--- config.mk ---
export PLATFORM = sky130hd
export DESIGN_NAME = base32_stream_encoder
export DESIGN_NICKNAME = d
export VERILOG_FILES = /design/src/design/b32e_pkg.sv /design/src/design/b32e_front.sv /design/src/design/b32e_queue.sv /design/src/design/b32e_back.sv /design/src/design/base32_stream_encoder.sv
export SDC_FILE = /design/constraint.sdc
export NUM_CORES = 1
export LEC_CHECK = 0
export BUFFER_PORTS_ARGS = -buffer_cell sky130_fd_sc_hd__buf_4
export CELL_PAD_IN_SITES_DETAIL_PLACEMENT = 1
export CELL_PAD_IN_SITES_GLOBAL_PLACEMENT = 2
export CORE_UTILIZATION = 35
export CTS_CLUSTER_SIZE = 40
export DETAILED_ROUTE_END_ITERATION = 6
export GPL_ROUTABILITY_DRIVEN = 0
export HOLD_SLACK_MARGIN = 0.03
export PLACE_DENSITY = 0.77
export SYNTH_ARGS = -nofsm -noshare
export SYNTH_HDL_FRONTEND = slang
export SYNTH_HIERARCHICAL = 1
export SYNTH_SLANG_ARGS = --single-unit
--- constraint.sdc ---
create_clock -name clock -period 3.1 [get_ports clock]
set_input_delay 0.155 -clock clock [delete_from_list [all_inputs] [get_ports clock]]
set_output_delay 0.155 -clock clock [all_outputs]
set_load 0.005 [all_outputs]
--- src/design/b32e_pkg.sv ---
// Shared types, constants and lookup functions for the base32 stream encoder.
`timescale 1ns / 1ps
`default_nettype none

package b32e_pkg;

   // Default depth of the job queue between front and back.
   localparam int DEF_QUEUE_DEPTH = 2;

   localparam logic [7:0] CHAR_UPPER_A = 8'd65;  // 'A' for group values 0..25
   localparam logic [7:0] DIGIT_OFFSET = 8'd24;  // '2' - 26 for group values 26..31
   localparam logic [4:0] FIRST_DIGIT  = 5'd26;
   localparam logic [7:0] PAD_CHAR     = 8'd61;  // '='

   // One accepted byte, classified: its characters and how many to emit.
   typedef struct packed {
      logic [14:0] groups;   // up to three 5-bit groups, left aligned
      logic [1:0]  n_data;   // alphabet characters, 1..3
      logic [3:0]  n_total;  // alphabet characters plus pads, 1..8
      logic        fin;      // beat closes the message
   } job_type;

   function automatic logic [7:0] b32_char(input logic [4:0] idx);
      logic [7:0] ch;
      if (idx < FIRST_DIGIT) begin
         ch = CHAR_UPPER_A + {3'b000, idx};
      end else begin
         ch = DIGIT_OFFSET + {3'b000, idx};
      end
      return ch;
   endfunction

   // Pads after the final byte, by leftover bit count.
   function automatic logic [2:0] pad_count(input logic [2:0] rest);
      logic [2:0] pads;
      case (rest)
         3'd1:    pads = 3'd4;
         3'd2:    pads = 3'd1;
         3'd3:    pads = 3'd6;
         3'd4:    pads = 3'd3;
         default: pads = 3'd0;
      endcase
      return pads;
   endfunction

endpackage

`default_nettype wire

--- src/design/b32e_front.sv ---
// Front end: takes bytes, carries leftover bits, builds one job per byte.
`timescale 1ns / 1ps
`default_nettype none

module b32e_front import b32e_pkg::*; (
   input  wire logic       clock,
   input  wire logic       reset,
   input  wire logic       req_push,
   input  wire logic [7:0] req_data_byte,
   input  wire logic       req_final_byte,
   input  wire logic       q_full,
   output logic            q_push,
   output job_type         q_job
);

   logic [3:0]  pend_bits_ff, pend_bits_in;
   logic [2:0]  pend_cnt_ff, pend_cnt_in;
   logic [11:0] acc;
   logic [3:0]  total_bits;
   logic [14:0] aligned;
   logic        two_groups;
   logic [2:0]  rest;
   logic        flush;
   logic [1:0]  n_data;
   logic [2:0]  pads;
   logic [3:0]  rest_mask;

   always_comb begin
      acc        = {pend_bits_ff, req_data_byte};
      total_bits = {1'b0, pend_cnt_ff} + 4'd8;
      aligned    = {3'b000, acc} << (4'd15 - total_bits);
      two_groups = total_bits >= 4'd10;
      rest       = two_groups ? 3'(total_bits - 4'd10) : 3'(total_bits - 4'd5);
      flush      = req_final_byte && (rest != 3'd0);
      n_data     = (two_groups ? 2'd2 : 2'd1) + {1'b0, flush};
      pads       = req_final_byte ? pad_count(rest) : 3'd0;
      rest_mask  = 4'((5'd1 << rest) - 5'd1);

      q_push         = req_push && !q_full;
      q_job.groups   = aligned;
      q_job.n_data   = n_data;
      q_job.n_total  = {2'b00, n_data} + {1'b0, pads};
      q_job.fin      = req_final_byte;

      pend_bits_in = pend_bits_ff;
      pend_cnt_in  = pend_cnt_ff;
      if (q_push) begin
         if (req_final_byte) begin
            pend_bits_in = 4'd0;
            pend_cnt_in  = 3'd0;
         end else begin
            pend_bits_in = acc[3:0] & rest_mask;
            pend_cnt_in  = rest;
         end
      end
   end

   always_ff @(posedge clock) begin
      if (reset) begin
         pend_bits_ff <= 4'd0;
         pend_cnt_ff  <= 3'd0;
      end else begin
         pend_bits_ff <= pend_bits_in;
         pend_cnt_ff  <= pend_cnt_in;
      end
   end

`ifndef SYNTHESIS
   a_pend_cnt_range: assert property (@(posedge clock) disable iff (reset)
      pend_cnt_ff <= 3'd4)
      else $error("leftover bit count out of range");
`endif

endmodule

`default_nettype wire

--- src/design/b32e_queue.sv ---
// Small job queue between front and back.
`timescale 1ns / 1ps
`default_nettype none

module b32e_queue import b32e_pkg::*; #(
   parameter int DEPTH = DEF_QUEUE_DEPTH
) (
   input  wire logic    clock,
   input  wire logic    reset,
   input  wire logic    wr_en,
   input  wire job_type wr_job,
   output logic         full,
   input  wire logic    rd_en,
   output logic         rd_valid,
   output job_type      rd_job
);

   localparam int PTR_W = (DEPTH > 1) ? $clog2(DEPTH) : 1;
   localparam int CNT_W = $clog2(DEPTH + 1);
   localparam logic [PTR_W-1:0] LAST_SLOT = PTR_W'(DEPTH - 1);

   job_type          slots_ff [DEPTH];
   logic [PTR_W-1:0] wr_ptr_ff, wr_ptr_in;
   logic [PTR_W-1:0] rd_ptr_ff, rd_ptr_in;
   logic [CNT_W-1:0] count_ff, count_in;

   always_comb begin
      full     = count_ff == CNT_W'(DEPTH);
      rd_valid = count_ff != '0;
      rd_job   = slots_ff[rd_ptr_ff];

      wr_ptr_in = wr_ptr_ff;
      if (wr_en) begin
         wr_ptr_in = (wr_ptr_ff == LAST_SLOT) ? '0 : wr_ptr_ff + 1'b1;
      end
      rd_ptr_in = rd_ptr_ff;
      if (rd_en) begin
         rd_ptr_in = (rd_ptr_ff == LAST_SLOT) ? '0 : rd_ptr_ff + 1'b1;
      end
      count_in = count_ff;
      if (wr_en && !rd_en) begin
         count_in = count_ff + 1'b1;
      end else if (rd_en && !wr_en) begin
         count_in = count_ff - 1'b1;
      end
   end

   always_ff @(posedge clock) begin
      if (wr_en) begin
         slots_ff[wr_ptr_ff] <= wr_job;
      end
   end

   always_ff @(posedge clock) begin
      if (reset) begin
         wr_ptr_ff <= '0;
         rd_ptr_ff <= '0;
         count_ff  <= '0;
      end else begin
         wr_ptr_ff <= wr_ptr_in;
         rd_ptr_ff <= rd_ptr_in;
         count_ff  <= count_in;
      end
   end

`ifndef SYNTHESIS
   a_count_range: assert property (@(posedge clock) disable iff (reset)
      count_ff <= CNT_W'(DEPTH))
      else $error("queue occupancy out of range");
`endif

endmodule

`default_nettype wire

--- src/design/b32e_back.sv ---
// Back end: walks each job one character per cycle, while the result register is free, into that register.
`timescale 1ns / 1ps
`default_nettype none

module b32e_back import b32e_pkg::*; (
   input  wire logic    clock,
   input  wire logic    reset,
   input  wire logic    q_valid,
   input  wire job_type q_job,
   output logic      q_pop,
   output logic       rsp_empty,
   input  wire logic  rsp_pop,
   output logic [7:0] rsp_out_char,
   output logic       rsp_last_char
);

   job_type    cur_ff, cur_in;
   logic       active_ff, active_in;
   logic [3:0] step_ff, step_in;
   logic       out_valid_ff, out_valid_in;
   logic [7:0] out_char_ff, out_char_in;
   logic       last_ff, last_in;

   logic       out_ready;
   logic       emit;
   logic       last_step;
   logic       load;
   logic [4:0] idx;
   logic [7:0] ch;

   always_comb begin
      out_ready = !out_valid_ff || rsp_pop;
      emit      = active_ff && out_ready;
      last_step = step_ff == (cur_ff.n_total - 4'd1);
      load      = q_valid && (!active_ff || (emit && last_step));
      q_pop     = load;

      case (step_ff[1:0])
         2'd0:    idx = cur_ff.groups[14:10];
         2'd1:    idx = cur_ff.groups[9:5];
         2'd2:    idx = cur_ff.groups[4:0];
         default: idx = 5'd0;
      endcase
      ch = (step_ff < {2'b00, cur_ff.n_data}) ? b32_char(idx) : PAD_CHAR;

      cur_in    = load ? q_job : cur_ff;
      active_in = active_ff;
      step_in   = step_ff;
      if (load) begin
         active_in = 1'b1;
         step_in   = 4'd0;
      end else if (emit) begin
         active_in = !last_step;
         step_in   = step_ff + 4'd1;
      end

      out_valid_in = out_valid_ff;
      out_char_in  = out_char_ff;
      last_in      = last_ff;
      if (emit) begin
         out_valid_in = 1'b1;
         out_char_in  = ch;
         last_in      = cur_ff.fin && last_step;
      end else if (rsp_pop) begin
         out_valid_in = 1'b0;
      end

      rsp_empty     = !out_valid_ff;
      rsp_out_char  = out_char_ff;
      rsp_last_char = last_ff;
   end

   always_ff @(posedge clock) begin
      cur_ff      <= cur_in;
      out_char_ff <= out_char_in;
      last_ff     <= last_in;
   end

   always_ff @(posedge clock) begin
      if (reset) begin
         active_ff    <= 1'b0;
         step_ff      <= 4'd0;
         out_valid_ff <= 1'b0;
      end else begin
         active_ff    <= active_in;
         step_ff      <= step_in;
         out_valid_ff <= out_valid_in;
      end
   end

`ifndef SYNTHESIS
   a_step_range: assert property (@(posedge clock) disable iff (reset)
      active_ff |-> (step_ff < cur_ff.n_total))
      else $error("character step past end of job");

   a_final_marks_last: assert property (@(posedge clock) disable iff (reset)
      (emit && last_step && cur_ff.fin) |=> (rsp_last_char && !rsp_empty))
      else $error("final character of message not flagged");
`endif

endmodule

`default_nettype wire

--- src/design/base32_stream_encoder.sv ---
// Top level of the streaming base32 encoder: front end, job queue, back end.
// A byte passes the job queue and the back's job register on its way to the rsp_ register.
// Throughput: one character per cycle while rsp_pop keeps the result register free; a byte
// yields 1 or 2 characters, up to 8 on a final byte with pads; about 1.6 on average.
// The figure is set by the single character register at the result side.
// Reset (synchronous, active high) clears leftover bits, the job queue and the output.
`timescale 1ns / 1ps
`default_nettype none

module base32_stream_encoder import b32e_pkg::*; #(
   parameter int QUEUE_DEPTH = DEF_QUEUE_DEPTH  // jobs buffered between front and back
) (
   input  wire logic       clock,
   input  wire logic       reset,
   // input beats: raw message bytes
   input  wire logic       req_push,
   output logic            req_full,
   input  wire logic [7:0] req_data_byte,
   input  wire logic       req_final_byte,
   // result beats: encoded characters, oldest first
   output logic            rsp_empty,
   input  wire logic       rsp_pop,
   output logic [7:0]      rsp_out_char,
   output logic            rsp_last_char
);

   // Front to queue
   logic    q_push;
   job_type q_wr_job;
   logic    q_full;
   // Queue to back
   logic    q_valid;
   logic    q_pop;
   job_type q_rd_job;

   // The input side stalls only when the job queue is full; one byte makes one job.
   assign req_full = q_full;

   // Front: merges carried bits with the byte, splits into 5-bit groups, counts pads.
   b32e_front u_front (
      .clock          (clock),
      .reset          (reset),
      .req_push       (req_push),
      .req_data_byte  (req_data_byte),
      .req_final_byte (req_final_byte),
      .q_full         (q_full),
      .q_push         (q_push),
      .q_job          (q_wr_job)
   );

   // Queue: lets bytes keep arriving while a long final job drains.
   b32e_queue #(
      .DEPTH (QUEUE_DEPTH)
   ) u_queue (
      .clock    (clock),
      .reset    (reset),
      .wr_en    (q_push),
      .wr_job   (q_wr_job),
      .full     (q_full),
      .rd_en    (q_pop),
      .rd_valid (q_valid),
      .rd_job   (q_rd_job)
   );

   // Back: maps groups to ASCII, appends '=' pads, flags the message end.
   // It picks up the next job in the cycle it emits the last character of the
   // current one, so characters leave without gaps while jobs wait in the queue.
   b32e_back u_back (
      .clock         (clock),
      .reset         (reset),
      .q_valid       (q_valid),
      .q_job         (q_rd_job),
      .q_pop         (q_pop),
      .rsp_empty     (rsp_empty),
      .rsp_pop       (rsp_pop),
      .rsp_out_char  (rsp_out_char),
      .rsp_last_char (rsp_last_char)
   );

endmodule

`default_nettype wire
==> metrics.csv <==
metric,value,unit
cp_slowest_cell,fa_1,
die_area,0.0133,sq mm
hold_class,input pin to flip-flop,
worst_reg2reg_path_endpoint,u_queue/slots_ff[0][3],
die-height,115,um
numClockSinks,92,
worstPathRequired,3180,ps
layout_commonest_cell,edfxtp_1,
cts-root-buf,clkbuf_16,
initial_core_util,35.8,%
total_power,4740,uW
synth_enable_flop_cells,74,
vias_per_cell,4.88,
antenna_cells_inserted,0,
pin_count,24,
power.share.combinational,35.6,%
cts_made_buffers,9,
synth.distinct_cells,59,
r2r_setup_slack,240,ps
avgSynthCellArea,12.2,sq um
clock_tree.buffer_depth,2,
syn_inst,370,
avgRoutedWirePerCell,15.4,um
synth_nets,401,
largest_net_degree_at_the_start_of_global_routing,26,
post-cts-setup-buffers,0,
number_of_remaining_drc_errors,0,
fin_tns_setup,0,ps
reg_to_reg_start,u_front/pend_cnt_ff[2],
drtIter0Drc,135,
die_width,115,um
leakagePower,0.00187,uW
floorplan.rows,41,
clock_power_share,20.9,%
fin_crit,2860,ps
ctsHoldBuffers,0,
cellPowerDensity,923,mW/mm^2
groute.usage.overall,14.5,%
worst_setup_hold_path_clk_slew,60,ps
setup_ws,244,ps
critical_path_class,flip-flop to flip-flop,
synthArstFlopShare,0,%
via_count_of_the_first_global_routing_pass,2919,
wirelength_routed,8820,um
postCtsResizedCells,0,
finalInstanceArea,0.00514,sq mm
grt_setup_unrepaired,no,
finalSetupViolations,0,
power_switching_share,32.8,%
synth.ff_latch_count,92,
htreeDepth,3,
max_clock_freq,0.350,GHz
final_layout_size_suffix_gt1_share,21.9,%
layout-area-overhead-vs-synth,14.2,%
via_count,2799,
postPlaceCellArea,0.00487,sq mm
tritoncts,built,
post_synthesis_cell_area,0.00450,sq mm
drt.antenna.violating_nets,0,
yosysWarningCount,6,
crit_path_end,u_queue/slots_ff[0][3],
whs,106,ps
cp-startpoint,u_front/pend_cnt_ff[2],
cell_internal_pwr,3190,uW
critPathLaunchType,flip-flop,
synth_top_flop_cell,edfxtp_1,
finalNetCount,428,
place.port_buffers,22,
mostFrequentLayoutCells,"74 x edfxtp_1, 32 x buf_4, 27 x nand2_1",
switching_power,1560,uW
timing.critical_path.slowest_cell_delay,370,ps
cp_data_arrival_time,2940,ps
final_hold_violation_count,0,
place_ws,247,ps
fp.coreArea,0.0126,sq mm
grt_pass1_wl,14500,um
timing.critical_path.to_type,flip-flop,
place.detailed.hpwl,6570,um
final_min_period_over_clock_period,92.1,%
slew-limit-headroom,31.7,%
insertion_delay,340,ps
maxCapViolCount,0,
yosysSeqAreaShare,57.4,%
cp_cell_sequence,"inv_1, ha_1, inv_1, o21ai_4, mux2_4, nand2_1, nand2_1, ha_1, inv_1, ha_1, inv_1, fa_1, xor2_1",
fin_worst_skew,5.40,ps
worstRegToRegCells,13,
pwr-share-seq,43.4,%
worst_slew_pin_slew,1020,ps
status,completed,
crit_path_max_fanout,6,
dr.pass1.iters,4,
antenna_found_initial,0,
peakVddDrop,328,uV
worst_path_most_repeated_cell,inv_1,
final-max-slew-violation-count,0,
total_global_routing_overflow,0,
per-layer routing:
layer  part of all wire (%)  global-route usage [%]  vias up
met4                    1.6                    6.93        0
li1                       -                       -     1391
met3                    2.0                    2.06       10
met2                     51                    26.0       37
met5                      0                       0        -
met1                     45                    16.9     1361
cell families (layout without fill, tap and decap cells):
kind of cell               count (synthesis)  count (layout)  share of synthesized area (%)
muxes                                     37              37                           9.23
other                                      1               1                         0.0833
and+or+nand+nor                          100             100                           11.2
DFF                                       92              92                           57.4
buffers and inverters                     44              76                           4.20
adders and majority gates                 18              18                           5.17
AOI/OAI and AO/OA                         61              61                           9.15
xor gates and xnor gates                  17              17                           3.62
flip-flops by register name, summed over array words and instances (netlist names), named ones only:
| register | flops |
|---|---|
| u_front/pend_cnt_ff | 3 |
| u_queue/count_ff | 2 |
| u_back/rsp_out_char | 7 |
| u_back/active_ff | 1 |
| u_queue/wr_ptr_ff | 1 |
| u_back/step_ff | 4 |
| u_queue/slots_ff | 44 |
| u_back/rsp_last_char | 1 |
| u_front/pend_bits_ff | 4 |
| u_back/out_valid_ff | 1 |
| u_back/cur_ff | 22 |
| u_queue/rd_ptr_ff | 1 |
worst max-delay path: cells and delay by family (launching register included):
kind | cells | cell delay (ps)
AO/OA/AOI/OAI | 1 | 220
XOR/XNOR | 1 | 180
adder cells (fa/ha/maj) | 4 | 1040
buffers and inverters | 4 | 320
flip-flops | 1 | 310
multiplexers | 1 | 360
AND/OR/NAND/NOR | 2 | 160
power by group through the flow:
stage,registers [uW],logic [uW],clock network [uW]
3_5_place_dp,2100,1710,0
3_3_place_gp,2060,1640,0
4_1_cts,2070,1720,1030
6_report,2060,1690,993
5_1_grt,2100,1910,1060
2_1_floorplan,2010,1250,0
layout make-up:
class,count,area [sq um]
clock buffers,9,225
clock inverters,7,42.5
fillers,1339,7430
inverters,28,105
multi-input cells,234,1730
flip-flops and latches,92,2580
well taps,172,215
repair buffers,32,240
how the worst min path moves through the flow:
stage                     startpoint                 endpoint  slack (ps)  cells past startpoint
floorplan                      reset         u_back/active_ff         220                      1
global placement    req_data_byte[1]  u_front/pend_bits_ff[1]         450                      3
detailed placement  req_data_byte[1]  u_front/pend_bits_ff[1]         460                      3
CTS                 req_data_byte[1]  u_front/pend_bits_ff[1]         100                      3
global route          req_final_byte   u_queue/slots_ff[1][0]         130                      1
finish              req_data_byte[1]  u_front/pend_bits_ff[1]         110                      3
metrics by stage:
step,std cells,util [%]
after floorplan,370,-
after global placement,558,38.8
after detailed placement,558,38.8
after CTS,574,40.9
after global routing,574,40.9
final,574,40.9
cells in the mapped netlist, types with 3 or more instances:
| cell type | instances | area (sq um) |
|---|---|---|
| edfxtp_1 | 74 | 2220 |
| nand2_1 | 27 | 101 |
| inv_1 | 25 | 93.8 |
| mux2_2 | 25 | 282 |
| nor2_1 | 24 | 90.1 |
| dfxtp_1 | 18 | 360 |
| ha_1 | 17 | 213 |
| o21ai_1 | 13 | 65.1 |
| a21oi_1 | 11 | 55.1 |
| nand3_1 | 10 | 50.1 |
| o21ai_0 | 10 | 50.1 |
| clkbuf_1 | 8 | 30.0 |
| xnor2_1 | 8 | 70.1 |
| xor2_1 | 8 | 70.1 |
| mux2i_1 | 6 | 60.1 |
| nand2b_1 | 6 | 37.5 |
| nor3_1 | 6 | 30.0 |
| a222oi_1 | 5 | 50.1 |
| and2_1 | 5 | 31.3 |
| buf_2 | 4 | 20.0 |
| mux2_1 | 4 | 45.0 |
| a22oi_1 | 3 | 22.5 |
| and3_1 | 3 | 18.8 |
| buf_4 | 3 | 22.5 |
| inv_2 | 3 | 11.3 |
| o211ai_1 | 3 | 22.5 |
| or3_1 | 3 | 18.8 |
Power figures use the tool's default switching activity.
